File: src/ubx_nav_pvt_frame_parser_unit_macros.svh
// Assertion macros shared by the UBX NAV-PVT parser RTL.
`ifndef UBX_NAV_PVT_FRAME_PARSER_UNIT_MACROS_SVH
`define UBX_NAV_PVT_FRAME_PARSER_UNIT_MACROS_SVH

// Check an implication or expression on every clock edge out of reset.
`define UBXP_ASSERT(lbl, prop, msg) \
  lbl: assert property (@(posedge clk_i) disable iff (!rst_ni) prop) else $error(msg);

// Check that a condition never holds out of reset.
`define UBXP_ASSERT_NEVER(lbl, cond, msg) \
  lbl: assert property (@(posedge clk_i) disable iff (!rst_ni) !(cond)) else $error(msg);

`endif

File: src/ubxp_pkg.sv
// Types, constants and field tables of the UBX NAV-PVT parser.
package ubxp_pkg;

  localparam logic [7:0]  SyncFirst  = 8'hB5;
  localparam logic [7:0]  SyncSecond = 8'h62;
  localparam logic [7:0]  ClassNav   = 8'h01;
  localparam logic [7:0]  IdNavPvt   = 8'h07;
  localparam logic [15:0] PvtLen     = 16'd92;

  localparam int PvtWords  = 23;
  localparam int NumFields = 18;
  localparam int PosW      = 7;
  localparam int WordAddrW = 5;
  localparam int FieldIdW  = 5;
  localparam int ValueW    = 33;

  localparam logic [PosW-1:0]     PayLastPos = PosW'(PvtLen - 16'd1);
  localparam logic [FieldIdW-1:0] LastField  = FieldIdW'(NumFields - 1);

  typedef enum logic [3:0] {
    ST_SYNC1,
    ST_SYNC2,
    ST_CLASS,
    ST_ID,
    ST_LEN1,
    ST_LEN2,
    ST_PAY,
    ST_CKA,
    ST_CKB,
    ST_FETCH,
    ST_SEND
  } state_e;

  typedef enum logic [2:0] {
    KIND_U8,
    KIND_BIT0,
    KIND_U16,
    KIND_U32,
    KIND_I32
  } kind_e;

  // Commands from the controller to the datapath.
  typedef struct packed {
    logic frame_clr;
    logic sum_clr;
    logic class_ld;
    logic id_ld;
    logic len_lo_ld;
    logic len_hi_ld;
    logic sum_add;
    logic pay_wr;
    logic fld_clr;
    logic fld_inc;
  } cmd_t;

  // Status from the datapath to the controller.
  typedef struct packed {
    logic sync1_hit;
    logic sync2_hit;
    logic pvt_hdr;
    logic len_zero;
    logic pay_last;
    logic cka_ok;
    logic ckb_ok;
    logic fld_last;
  } sts_t;

  // Payload word (4 bytes) that holds a field.
  function automatic logic [WordAddrW-1:0] field_word(input logic [FieldIdW-1:0] k);
    logic [WordAddrW-1:0] w;
    case (k)
      5'd0:                  w = 5'd0;
      5'd1, 5'd2, 5'd3:      w = 5'd5;
      5'd4:                  w = 5'd6;
      5'd5:                  w = 5'd7;
      5'd6:                  w = 5'd8;
      5'd7:                  w = 5'd9;
      5'd8:                  w = 5'd10;
      5'd9:                  w = 5'd11;
      5'd10:                 w = 5'd12;
      5'd11:                 w = 5'd13;
      5'd12:                 w = 5'd14;
      5'd13:                 w = 5'd15;
      5'd14:                 w = 5'd16;
      5'd15:                 w = 5'd17;
      5'd16:                 w = 5'd18;
      5'd17:                 w = 5'd19;
      default:               w = 5'd0;
    endcase
    return w;
  endfunction

  // Byte lane of the field's first byte within its word.
  function automatic logic [1:0] field_lane(input logic [FieldIdW-1:0] k);
    logic [1:0] l;
    case (k)
      5'd2:    l = 2'd1;
      5'd3:    l = 2'd3;
      default: l = 2'd0;
    endcase
    return l;
  endfunction

  function automatic kind_e field_kind(input logic [FieldIdW-1:0] k);
    kind_e t;
    case (k)
      5'd1, 5'd3:                               t = KIND_U8;
      5'd2:                                     t = KIND_BIT0;
      5'd17:                                    t = KIND_U16;
      5'd4, 5'd5, 5'd6, 5'd7, 5'd10, 5'd11,
      5'd12, 5'd13, 5'd14:                      t = KIND_I32;
      default:                                  t = KIND_U32;
    endcase
    return t;
  endfunction

  // Extract one field from its little-endian payload word.
  function automatic logic [ValueW-1:0] field_decode(input logic [31:0]         word,
                                                     input logic [FieldIdW-1:0] k);
    logic [7:0]        b;
    logic [ValueW-1:0] v;
    b = word[8*field_lane(k) +: 8];
    case (field_kind(k))
      KIND_U8:   v = {25'd0, b};
      KIND_BIT0: v = {32'd0, b[0]};
      KIND_U16:  v = {17'd0, word[15:0]};
      KIND_I32:  v = {word[31], word};
      default:   v = {1'b0, word};
    endcase
    return v;
  endfunction

endpackage

File: src/ubxp_ram.sv
// Generic single-write, single-read RAM with registered read data.
module ubxp_ram #(
  parameter int Width = 8,
  parameter int Depth = 16
) (
  input  logic                     clk_i,
  input  logic                     we_i,
  input  logic [$clog2(Depth)-1:0] waddr_i,
  input  logic [Width-1:0]         wdata_i,
  input  logic [$clog2(Depth)-1:0] raddr_i,
  output logic [Width-1:0]         rdata_o
);

  logic [Width-1:0] mem_q [Depth];
  logic [Width-1:0] rdata_q;

  always_ff @(posedge clk_i) begin
    if (we_i) begin
      mem_q[waddr_i] <= wdata_i;
    end
    rdata_q <= mem_q[raddr_i];
  end

  assign rdata_o = rdata_q;

endmodule

File: src/ubxp_datapath.sv
// Datapath: header registers, Fletcher sums, payload store and field decode.
module ubxp_datapath import ubxp_pkg::*; (
  input  logic                clk_i,
  input  logic                rst_ni,
  input  logic [7:0]          rx_byte_i,
  input  cmd_t                cmd_i,
  output sts_t                sts_o,
  output logic [FieldIdW-1:0] field_id_o,
  output logic [ValueW-1:0]   field_value_o
);

  logic [7:0]            class_q, class_d;
  logic [7:0]            id_q, id_d;
  logic [15:0]           len_q, len_d;
  logic [PosW-1:0]       pos_q, pos_d;
  logic [7:0]            sum_a_q, sum_a_d;
  logic [7:0]            sum_b_q, sum_b_d;
  logic [FieldIdW-1:0]   fld_q, fld_d;
  logic [23:0]           shift_q;
  logic [15:0]           len_full;
  logic                  word_we;
  logic [31:0]           rdata;

  assign len_full = {rx_byte_i, len_q[7:0]};

  always_comb begin
    class_d = class_q;
    id_d    = id_q;
    len_d   = len_q;
    pos_d   = pos_q;
    sum_a_d = sum_a_q;
    sum_b_d = sum_b_q;
    if (cmd_i.frame_clr) begin
      class_d = '0;
      id_d    = '0;
      len_d   = '0;
      pos_d   = '0;
      sum_a_d = '0;
      sum_b_d = '0;
    end else begin
      if (cmd_i.sum_clr) begin
        sum_a_d = '0;
        sum_b_d = '0;
      end
      if (cmd_i.sum_add) begin
        sum_a_d = sum_a_q + rx_byte_i;
        sum_b_d = sum_b_q + sum_a_d;
      end
      if (cmd_i.class_ld) class_d = rx_byte_i;
      if (cmd_i.id_ld) id_d = rx_byte_i;
      if (cmd_i.len_lo_ld) len_d = {8'd0, rx_byte_i};
      if (cmd_i.len_hi_ld) begin
        len_d = len_full;
        pos_d = '0;
      end
      if (cmd_i.pay_wr) pos_d = pos_q + PosW'(1);
    end
  end

  always_comb begin
    fld_d = fld_q;
    if (cmd_i.fld_clr) begin
      fld_d = '0;
    end else if (cmd_i.fld_inc) begin
      fld_d = fld_q + FieldIdW'(1);
    end
  end

  always_ff @(posedge clk_i or negedge rst_ni) begin
    if (!rst_ni) begin
      class_q <= '0;
      id_q    <= '0;
      len_q   <= '0;
      pos_q   <= '0;
      sum_a_q <= '0;
      sum_b_q <= '0;
      fld_q   <= '0;
    end else begin
      class_q <= class_d;
      id_q    <= id_d;
      len_q   <= len_d;
      pos_q   <= pos_d;
      sum_a_q <= sum_a_d;
      sum_b_q <= sum_b_d;
      fld_q   <= fld_d;
    end
  end

  // Collect three bytes, write the word with the fourth.
  always_ff @(posedge clk_i) begin
    if (cmd_i.pay_wr) begin
      shift_q <= {rx_byte_i, shift_q[23:8]};
    end
  end

  assign word_we = cmd_i.pay_wr && (pos_q[1:0] == 2'd3);

  ubxp_ram #(
    .Width (32),
    .Depth (PvtWords)
  ) u_ram (
    .clk_i   (clk_i),
    .we_i    (word_we),
    .waddr_i (pos_q[PosW-1:2]),
    .wdata_i ({rx_byte_i, shift_q}),
    .raddr_i (field_word(fld_q)),
    .rdata_o (rdata)
  );

  assign sts_o.sync1_hit = (rx_byte_i == SyncFirst);
  assign sts_o.sync2_hit = (rx_byte_i == SyncSecond);
  assign sts_o.pvt_hdr   = (class_q == ClassNav) && (id_q == IdNavPvt) && (len_full == PvtLen);
  assign sts_o.len_zero  = (len_full == 16'd0);
  assign sts_o.pay_last  = (pos_q == PayLastPos);
  assign sts_o.cka_ok    = (rx_byte_i == sum_a_q);
  assign sts_o.ckb_ok    = (rx_byte_i == sum_b_q) && (len_q == PvtLen);
  assign sts_o.fld_last  = (fld_q == LastField);

  assign field_id_o    = fld_q;
  assign field_value_o = field_decode(rdata, fld_q);

endmodule

File: src/ubxp_ctrl.sv
// Controller: frame parse state machine and record emission sequencing.
module ubxp_ctrl import ubxp_pkg::*; (
  input  logic clk_i,
  input  logic rst_ni,
  input  logic in_valid_i,
  output logic in_ready_o,
  output logic out_valid_o,
  input  logic out_ready_i,
  input  sts_t sts_i,
  output cmd_t cmd_o
);

  state_e state_q, state_d;
  logic   in_fire;

  // Take bytes in every parse state; hold them off while fields go out.
  assign in_ready_o = state_q inside {ST_SYNC1, ST_SYNC2, ST_CLASS, ST_ID, ST_LEN1,
                                      ST_LEN2, ST_PAY, ST_CKA, ST_CKB};
  assign in_fire    = in_valid_i && in_ready_o;

  always_comb begin
    state_d = state_q;
    unique case (state_q)
      ST_SYNC1: if (in_fire && sts_i.sync1_hit) state_d = ST_SYNC2;
      ST_SYNC2: if (in_fire) state_d = sts_i.sync2_hit ? ST_CLASS : ST_SYNC1;
      ST_CLASS: if (in_fire) state_d = ST_ID;
      ST_ID:    if (in_fire) state_d = ST_LEN1;
      ST_LEN1:  if (in_fire) state_d = ST_LEN2;
      ST_LEN2: begin
        if (in_fire) begin
          if (sts_i.pvt_hdr) state_d = ST_PAY;
          else if (sts_i.len_zero) state_d = ST_CKA;
          else state_d = ST_SYNC1;
        end
      end
      ST_PAY:   if (in_fire && sts_i.pay_last) state_d = ST_CKA;
      ST_CKA:   if (in_fire) state_d = sts_i.cka_ok ? ST_CKB : ST_SYNC1;
      ST_CKB:   if (in_fire) state_d = sts_i.ckb_ok ? ST_FETCH : ST_SYNC1;
      ST_FETCH: state_d = ST_SEND;
      ST_SEND: begin
        if (out_ready_i) state_d = sts_i.fld_last ? ST_SYNC1 : ST_FETCH;
      end
      default:  state_d = ST_SYNC1;
    endcase
  end

  always_comb begin
    cmd_o       = '0;
    out_valid_o = 1'b0;
    unique case (state_q)
      ST_SYNC1: ;
      ST_SYNC2: cmd_o.sum_clr = in_fire && sts_i.sync2_hit;
      ST_CLASS: begin
        cmd_o.class_ld = in_fire;
        cmd_o.sum_add  = in_fire;
      end
      ST_ID: begin
        cmd_o.id_ld   = in_fire;
        cmd_o.sum_add = in_fire;
      end
      ST_LEN1: begin
        cmd_o.len_lo_ld = in_fire;
        cmd_o.sum_add   = in_fire;
      end
      ST_LEN2: begin
        cmd_o.len_hi_ld = in_fire;
        cmd_o.sum_add   = in_fire;
        cmd_o.frame_clr = in_fire && !sts_i.pvt_hdr && !sts_i.len_zero;
      end
      ST_PAY: begin
        cmd_o.pay_wr  = in_fire;
        cmd_o.sum_add = in_fire;
      end
      ST_CKA: cmd_o.frame_clr = in_fire && !sts_i.cka_ok;
      ST_CKB: begin
        cmd_o.frame_clr = in_fire;
        cmd_o.fld_clr   = in_fire;
      end
      ST_FETCH: ;
      ST_SEND: begin
        out_valid_o   = 1'b1;
        cmd_o.fld_inc = out_ready_i;
      end
      default: begin
        cmd_o.frame_clr = 1'b1;
      end
    endcase
  end

  always_ff @(posedge clk_i or negedge rst_ni) begin
    if (!rst_ni) begin
      state_q <= ST_SYNC1;
    end else begin
      state_q <= state_d;
    end
  end

endmodule

File: src/ubx_nav_pvt_frame_parser_unit.sv
// Top level of the UBX NAV-PVT frame parser: byte stream in, decoded fields out.
// tready stays high while a frame is parsed. After the second checksum byte of a good
// NAV-PVT frame, 18 fields come out; each is first read from its payload word in the RAM
// (FETCH) and then handed over (SEND) once the sink takes it, bytes held off meanwhile.
// Reset (async, low) returns to sync search with sums, header and field counter cleared;
// the payload RAM is not cleared.
`include "ubx_nav_pvt_frame_parser_unit_macros.svh"

module ubx_nav_pvt_frame_parser_unit import ubxp_pkg::*; (
  input  logic        clk_i,
  input  logic        rst_ni,
  // Byte input request.
  input  logic        s_axis_tvalid,
  output logic        s_axis_tready,
  input  logic [7:0]  s_axis_tdata,   // [7:0] rx_byte
  // Decoded field output request.
  output logic        m_axis_tvalid,
  input  logic        m_axis_tready,
  output logic [39:0] m_axis_tdata,   // [4:0] field_id, [37:5] field_value, [39:38] zero
  output logic        m_axis_tlast    // last_field
);

  cmd_t                cmd;
  sts_t                sts;
  logic [FieldIdW-1:0] field_id;
  logic [ValueW-1:0]   field_value;

  // Sequence the frame bytes and the field emission.
  ubxp_ctrl u_ctrl (
    .clk_i       (clk_i),
    .rst_ni      (rst_ni),
    .in_valid_i  (s_axis_tvalid),
    .in_ready_o  (s_axis_tready),
    .out_valid_o (m_axis_tvalid),
    .out_ready_i (m_axis_tready),
    .sts_i       (sts),
    .cmd_o       (cmd)
  );

  // Hold the header, sums and payload; decode the current field.
  ubxp_datapath u_dp (
    .clk_i         (clk_i),
    .rst_ni        (rst_ni),
    .rx_byte_i     (s_axis_tdata),
    .cmd_i         (cmd),
    .sts_o         (sts),
    .field_id_o    (field_id),
    .field_value_o (field_value)
  );

  assign m_axis_tdata = {2'b00, field_value, field_id};
  assign m_axis_tlast = sts.fld_last;

  // Byte intake and field emission never overlap.
  `UBXP_ASSERT_NEVER(a_no_overlap, s_axis_tready && m_axis_tvalid, "input open while emitting")
  // After the last field, go straight back to byte intake.
  `UBXP_ASSERT(a_last_returns, (m_axis_tvalid && m_axis_tready && m_axis_tlast) |=> (s_axis_tready && !m_axis_tvalid), "no return to intake after record")
  // Right after each field but the last, the RAM fetch state follows with both sides closed.
  `UBXP_ASSERT(a_fetch_gap, (m_axis_tvalid && m_axis_tready && !m_axis_tlast) |=> (!s_axis_tready && !m_axis_tvalid), "missing fetch cycle between fields")

endmodule

File: config.mk
export PLATFORM = sky130hd
export DESIGN_NAME = ubx_nav_pvt_frame_parser_unit
export DESIGN_NICKNAME = d
export VERILOG_FILES = /design/src/ubxp_pkg.sv /design/src/ubxp_ram.sv /design/src/ubxp_datapath.sv /design/src/ubxp_ctrl.sv /design/src/ubx_nav_pvt_frame_parser_unit.sv
export VERILOG_INCLUDE_DIRS = /design/src /design/src/src
export SDC_FILE = /design/constraint.sdc
export NUM_CORES = 1
export LEC_CHECK = 0
export ABC_AREA = 1
export BUFFER_PORTS_ARGS = -buffer_cell sky130_fd_sc_hd__buf_2
export CELL_PAD_IN_SITES_DETAIL_PLACEMENT = 1
export CELL_PAD_IN_SITES_GLOBAL_PLACEMENT = 1
export CORE_ASPECT_RATIO = 1.75
export CORE_UTILIZATION = 40
export CTS_CLUSTER_SIZE = 30
export DETAILED_ROUTE_END_ITERATION = 10
export PLACE_DENSITY_LB_ADDON = 0.25
export RECOVER_POWER = 25
export SYNTH_ARGS = -nofsm -noshare
export SYNTH_HDL_FRONTEND = slang
export SYNTH_SLANG_ARGS = --single-unit
File: constraint.sdc
create_clock -name clk_i -period 7 [get_ports clk_i]
set_clock_uncertainty 0.1 [all_clocks]
set_input_delay 0.7 -clock clk_i [delete_from_list [all_inputs] [get_ports clk_i]]
set_output_delay 0.7 -clock clk_i [all_outputs]
set_load 0.02 [all_outputs]
* Word-level counts from Yosys, hierarchy flattened *
Memories as Yosys holds them, arrays and structs flattened. A register that Yosys moved wholly into a read port is not among the register bits.
Index checks and enable logic that the tools add are counted.

operators by class
  equal/unequal tests = 37
  mux-type cells = 49
  shifts and indexed selects = 1
  reductions and logical operators = 29
  add/subtract/negate cells = 4

operators with widths
  cell                                                                     number
  33-bit case mux with 4 select lines                                      1
  8-bit 2-to-1 mux                                                         9
  4-bit 2-to-1 mux                                                         14
  16-bit 2-to-1 mux                                                        3
  4-bit case mux with 11 select lines                                      1
  16-bit by 7-bit equality test with 1-bit output (second input constant)  2
  32-bit by 6-bit variable part select with 8-bit output                   1
  7-bit 2-to-1 mux                                                         3
  8-bit adder                                                              2
  4-bit by 3-bit equality test with 1-bit output (second input constant)   4
  8-bit equality test                                                      2
  16-bit zero test                                                         1
  2-bit by 1-bit != test with 1-bit output (second input constant)         8
  4-bit equality test (second input constant)                              3
  1-bit 2-to-1 mux                                                         12
  1-bit logical AND                                                        11
  5-bit by 2-bit equality test with 1-bit output (second input constant)   2
  5-bit 2-to-1 mux                                                         2
  10-bit AND reduction                                                     1
  3-bit nonzero test                                                       3
  9-bit nonzero test                                                       1
  4-bit by 2-bit equality test with 1-bit output (second input constant)   2
  8-bit by 1-bit equality test with 1-bit output (second input constant)   1
  8-bit by 3-bit equality test with 1-bit output (second input constant)   1
  other kinds (23)                                                         30

storage, ports and cells
  input port bits = 12
  output and inout bits = 43
  flip-flop bits (word level) = 88
  memory bits (writable) = 736
  memories kept = 3
  ROM bits = 256
  word-level logic and storage cells = 133

memory list
  memory            words  bits a word  read ports  clocked after memory_dff  write ports  RTL line         RTL
  u_dp.u_ram.mem_q  23     32           1           1                         1            ubxp_ram.sv:14   logic [Width-1:0] mem_q [Depth];
  (no name shown)   32     5            1           0                         0            ubxp_pkg.sv:71   case (k)
  (no name shown)   32     3            1           0                         0            ubxp_pkg.sv:106  case (k)

* Logic depth before layout (Yosys ltp) *
  depth in word-level cells = 9
  mapped depth = 18
  gate-level depth less buffers = 18

* Cells and area by module *
From an unflattened synthesis, not the netlist that was laid out.

unflattened totals
  cells, all modules = 3162
  area, all modules = 35550.3 um^2

by module, submodules not included
  module                         area an instance (um^2)  sequential area each (um^2)  instances  cells each
  ubxp_ram                       30277.8                  22741.8                      1          2501
  ubxp_datapath                  4732.0                   2222.1                       1          562
  ubxp_ctrl                      521.8                    100.1                        1          96
  ubx_nav_pvt_frame_parser_unit  18.8                     0.0                          1          3

* Worst setup path after synthesis *
OpenSTA, ideal clock, no wires.

  path kind = register to register
  start = register u_ctrl.state_q[0]
  end = memory u_dp.u_ram.mem_q[11][0], enable pin
  arrival = 3496 ps
  path slack = 2943 ps
  cell stages (with the launch flop) = 9
  buffers on the path = 1
  period minus slack after synthesis = 4057 ps
  data required time = 6439 ps
  library setup time = 461 ps
  cells stage by stage = dfrtp_1 nor2_1 nand2_2 nand2_2 nand2_2 inv_1 nand2_1 buf_2 nor3_1

between the ends
  longest elaborated chain between the ends = 7
  elaborated cells on any way between the ends = 15
  those cells by class = 8 x eq/ne; 3 x mux; 4 x reduce/logical

ends and longest elaborated chain
  element                                                                 RTL line                             RTL
  start: declaration                                                      ubxp_ctrl.sv:13                      state_e state_q, state_d;
  start signal: assignment                                                ubxp_ctrl.sv:94                      state_q <= state_d;
  4-bit by 1-bit equality test with 1-bit output (tied with other cells)  ubxp_ctrl.sv:17                      assign in_ready_o = state_q inside {ST_SYNC1, ST_SYNC2, ST_CLASS, ST_ID, ST_LEN1,
  9-bit nonzero test *                                                    ubxp_ctrl.sv:17
  via s_axis_tready                                                       ubx_nav_pvt_frame_parser_unit.sv:14  output logic s_axis_tready,
  1-bit logical AND *                                                     ubxp_ctrl.sv:19                      assign in_fire = in_valid_i && in_ready_o;
  1-bit 2-to-1 mux *                                                      ubxp_ctrl.sv:50                      unique case (state_q)
  1-bit logical AND *                                                     ubxp_datapath.sv:96                  assign word_we = cmd_i.pay_wr && (pos_q[1:0] == 2'd3);
  1-bit 2-to-1 mux *                                                      ubxp_ram.sv:18                       if (we_i) begin
  1-bit 2-to-1 mux (implied by the code) *                                ubxp_ram.sv:19                       mem_q[waddr_i] <= wdata_i;
  end: declaration                                                        ubxp_ram.sv:14

The timed path passes the listed nets; every way through them passes the cells marked *.

* Worst setup path after layout *
  start = register u_dp.fld_q[1], in the netlist u_dp.field_id_o[1]
  end = output port m_axis_tdata[23]

between the ends
  longest elaborated chain between the ends = 3
  elaborated cells on any way between the ends = 6
  those cells by class = 3 x eq/ne; 1 x mux; 1 x reduce/logical; 1 x memory

ends and longest elaborated chain
  element                                      RTL line                             RTL
  start: declaration                           ubxp_datapath.sv:18                  logic [FieldIdW-1:0] fld_q, fld_d;
  start signal: assignment                     ubxp_datapath.sv:85                  fld_q <= fld_d;
  memory read 32 x 3 bit *                     -
  3-bit equality test (tied with other cells)  ubxp_pkg.sv:123                      case (field_kind(k))
  33-bit case mux with 4 select lines *        ubxp_pkg.sv:123
  end: declaration                             ubx_nav_pvt_frame_parser_unit.sv:19  output logic [39:0] m_axis_tdata,

Mark *: on every way between the ends. The rest lies on a longest branch, timed or not.

==> out/metrics.cfg <==
[timing]
setup_viol = 0
rsz0062_at_grt = false
maxSlewViolCount = 296
layout_setup_ws_ns = 1.55
hold_violations = 0
fmax_mhz = 184
slew-limit-headroom_pct = -141
worstMarginPinSlew_ns = 3.62
layout_worst_path_cycle_share_pct = 77.8
finalCriticalPeriod_ns = 5.45
setup_tns_ns = 0

[clock_network]
clock_latency_ns = 0.66
htreeDepth = 3
clk_path_buf_depth = 3
cts_made_buffers = 78
cts.clk_slew.worst_paths_ns = 0.07
ctsHoldBuffers = 0
clkSinkCount = 856
cts_tree = done
root_buffer = clkbuf_16
post_cts_resized = 0
cts_setup_buffers = 0

[floorplanning]
ios = 55
design.die.area_sq_um = 95000
dieWidth_microns = 233
coreArea_sq_um = 93000
dieHeight_microns = 407
start_util_pct = 40.3
num_rows = 148

[yosys]
avgSynthCellArea_sq_um = 10.5
synth.most_common_cell = edfxtp_1
synth_flop_cell = edfxtp_1
ys_top_cells_by_area = edfxtp_1 61%, nand3_1 10%, nand2_1 7.5%
synth_common_cells = 760 x edfxtp_1, 751 x nand3_1, 750 x nand2_1
synth_area_sq_um = 37500
synth_top_area_cell = edfxtp_1
synthCells = 3567
yosysUniqueCellTypes = 48
async_flop_share_pct = 7.48
yosysTopAreaCellShare_pct = 60.9
yosysWarnings = 0
synth_seq_area_share_pct = 66.9
synth-edff-count = 760
yosys_register_bits = 856

[critical_path]
cp_cell_sequence = inv_1, ha_1, nand3_4, buf_4, inv_1, a21oi_1, nand3_1, a21boi_0, buf_2
crit_family = buffers and inverters
critPathBufInv = 4
endpoint_kind = primary output
slowest_delay_ns = 0.79
path_class = reg -> out
cp-start-kind = flop
required_ns = 6.20
cp.arrival_ns = 4.65
critPathMostFrequentCell = inv_1
crit_fanout = 57
slowest_stage = a21boi_0

[routing]
antenna_left = 0
finalWirelength_mm = 119
vias = 26300
drtIter0Drc = 1814
wire_per_inst_microns = 24.7
drt_pre_antenna_iters = 9
viasPerCell = 5.45
drc = 4

[grt]
grt_max_degree = 161
grt_pass1_vias = 27800
grt_use_total_pct = 25.5
grt_pass1_wl_mm = 176
overflow = 0
antenna_found_initial = 1

[worst_hold_path]
hold_path.class = in -> reg

[placed_design]
io_buffers = 52
detailedPlace.worstSlack_ns = 2.28
place_area_sq_um = 39000
dpl.hpwl_mm = 65.7
gp_routability_congestion = 0.843

[outcome]
outcome = finished, violations left
violations = DRC, capacitance limit, slew limit

[power_and_ir_drop]
irDropWorstVdd_v = 0.000252
powerDensity_nw_per_um2 = 297
p_leak_uw = 0.0168

[cells_and_area]
drive_gt1_share_pct = 7.47
area_delta_synth_final_pct = 11.0
finalInstanceArea_sq_um = 41600
nets = 3601

[job]
drv_cap = 9

## path summary, 6_finish.rpt
check,startpoint,slack [ns],to,depth (start not counted)
worst max register to register,u_dp.field_id_o[3],2.24,u_dp.u_ram.rdata_o[26],14
min in group asynchronous,rst_ni,1.27,u_dp.sum_a_q[6],2
worst max-delay path,u_dp.field_id_o[1],1.55,m_axis_tdata[23],9
worst min register to register,u_dp.class_q[0],0.39,u_dp.class_q[0],2
worst min-delay path,s_axis_tvalid,0.34,u_ctrl.state_q[3],4
max in group asynchronous,rst_ni,3.48,u_dp.class_q[1],2
## metal layers
metal  wire (microns)  vias to the layer above  share of wire, %  GRT usage, %
li1                 -                    11900                 -             -
met1            45200                    13500                38          29.2
met2            63700                      684                53          47.2
met3             5770                      196               4.8          3.23
met4             4780                        0               4.0          10.5
met5                0                        -                 0             0
## metrics by stage
stage | instances | hold WS, ns | util (%) | power (uW)
finish | 4833 | 0.336 | 44.7 | 12400
global route | 4832 | 0.352 | 44.7 | 12800
CTS | 4827 | 0.140 | 44.8 | 12400
detailed placement | 4684 | 0.376 | 42.0 | 8050
global placement | 4684 | 0.369 | 42.0 | 8010
floorplan | 3568 | 0.304 | - | 7270
## state kept, by name (all words and copies together), names as in the netlist
| name | cells |
|---|---|
| u_dp.class_q | 8 |
| u_dp.shift_q | 24 |
| u_dp.len_q | 16 |
| u_ctrl.state_q | 4 |
| u_dp.sum_b_q | 8 |
| u_dp.id_q | 8 |
| u_dp.u_ram.rdata_o | 32 |
| u_dp.field_id_o | 5 |
| u_dp.u_ram.mem_q | 736 |
| u_dp.pos_q | 7 |
| u_dp.sum_a_q | 8 |
## power by group
part / switching, uW / internal [uW] / leakage, uW / total [uW]
Sequential: 168 / 5660 / 0.00795 / 5830
Clock: 1960 / 2450 / 0.00125 / 4410
Combinational: 1480 / 624 / 0.00760 / 2110
## layout by cell type (no fill, tap or decap), types with 23 or more instances in the layout
master	synthesis	layout
a21oi_1	29	29
buf_2	94	46
buf_4	12	49
clkbuf_1	60	28
clkbuf_16	0	83
dfrtp_1	64	64
dfxtp_1	32	32
edfxtp_1	760	760
ha_1	23	23
inv_1	546	543
nand2_1	750	750
nand3_1	751	750
nand3b_1	64	64
nor2_1	118	99
nor2_4	5	24
o211ai_1	32	32
o21ai_0	89	89
## cell type report
type / count / area, sq um
well taps: 1200 / 1500
fillers: 10300 / 51400
inverters: 550 / 2070
flip-flops and latches: 856 / 25100
multi-input cells: 1971 / 9680
clock buffers: 107 / 2220
diodes: 6 / 15.0
clock inverters: 36 / 358
repair buffers: 107 / 692
## cells by family (layout without fill, tap and decap cells)
kind of cell	after synthesis	count (layout)	synth area share [%]
other	1	8	0.0100
xor gates and xnor gates	15	15	0.351
DFF	856	856	66.9
adders and majority gates	25	25	0.875
and+or+nand+nor	1737	1737	21.0
buffers and inverters	741	800	7.95
AOI/OAI and AO/OA	192	192	2.94
## worst min-delay path, cell delays in order
cell and delay [ns]:
buf_2 0.11, o21ai_0 0.13, inv_1 0.07, nand2_1 0.05
(Power assumes the default switching activity.)
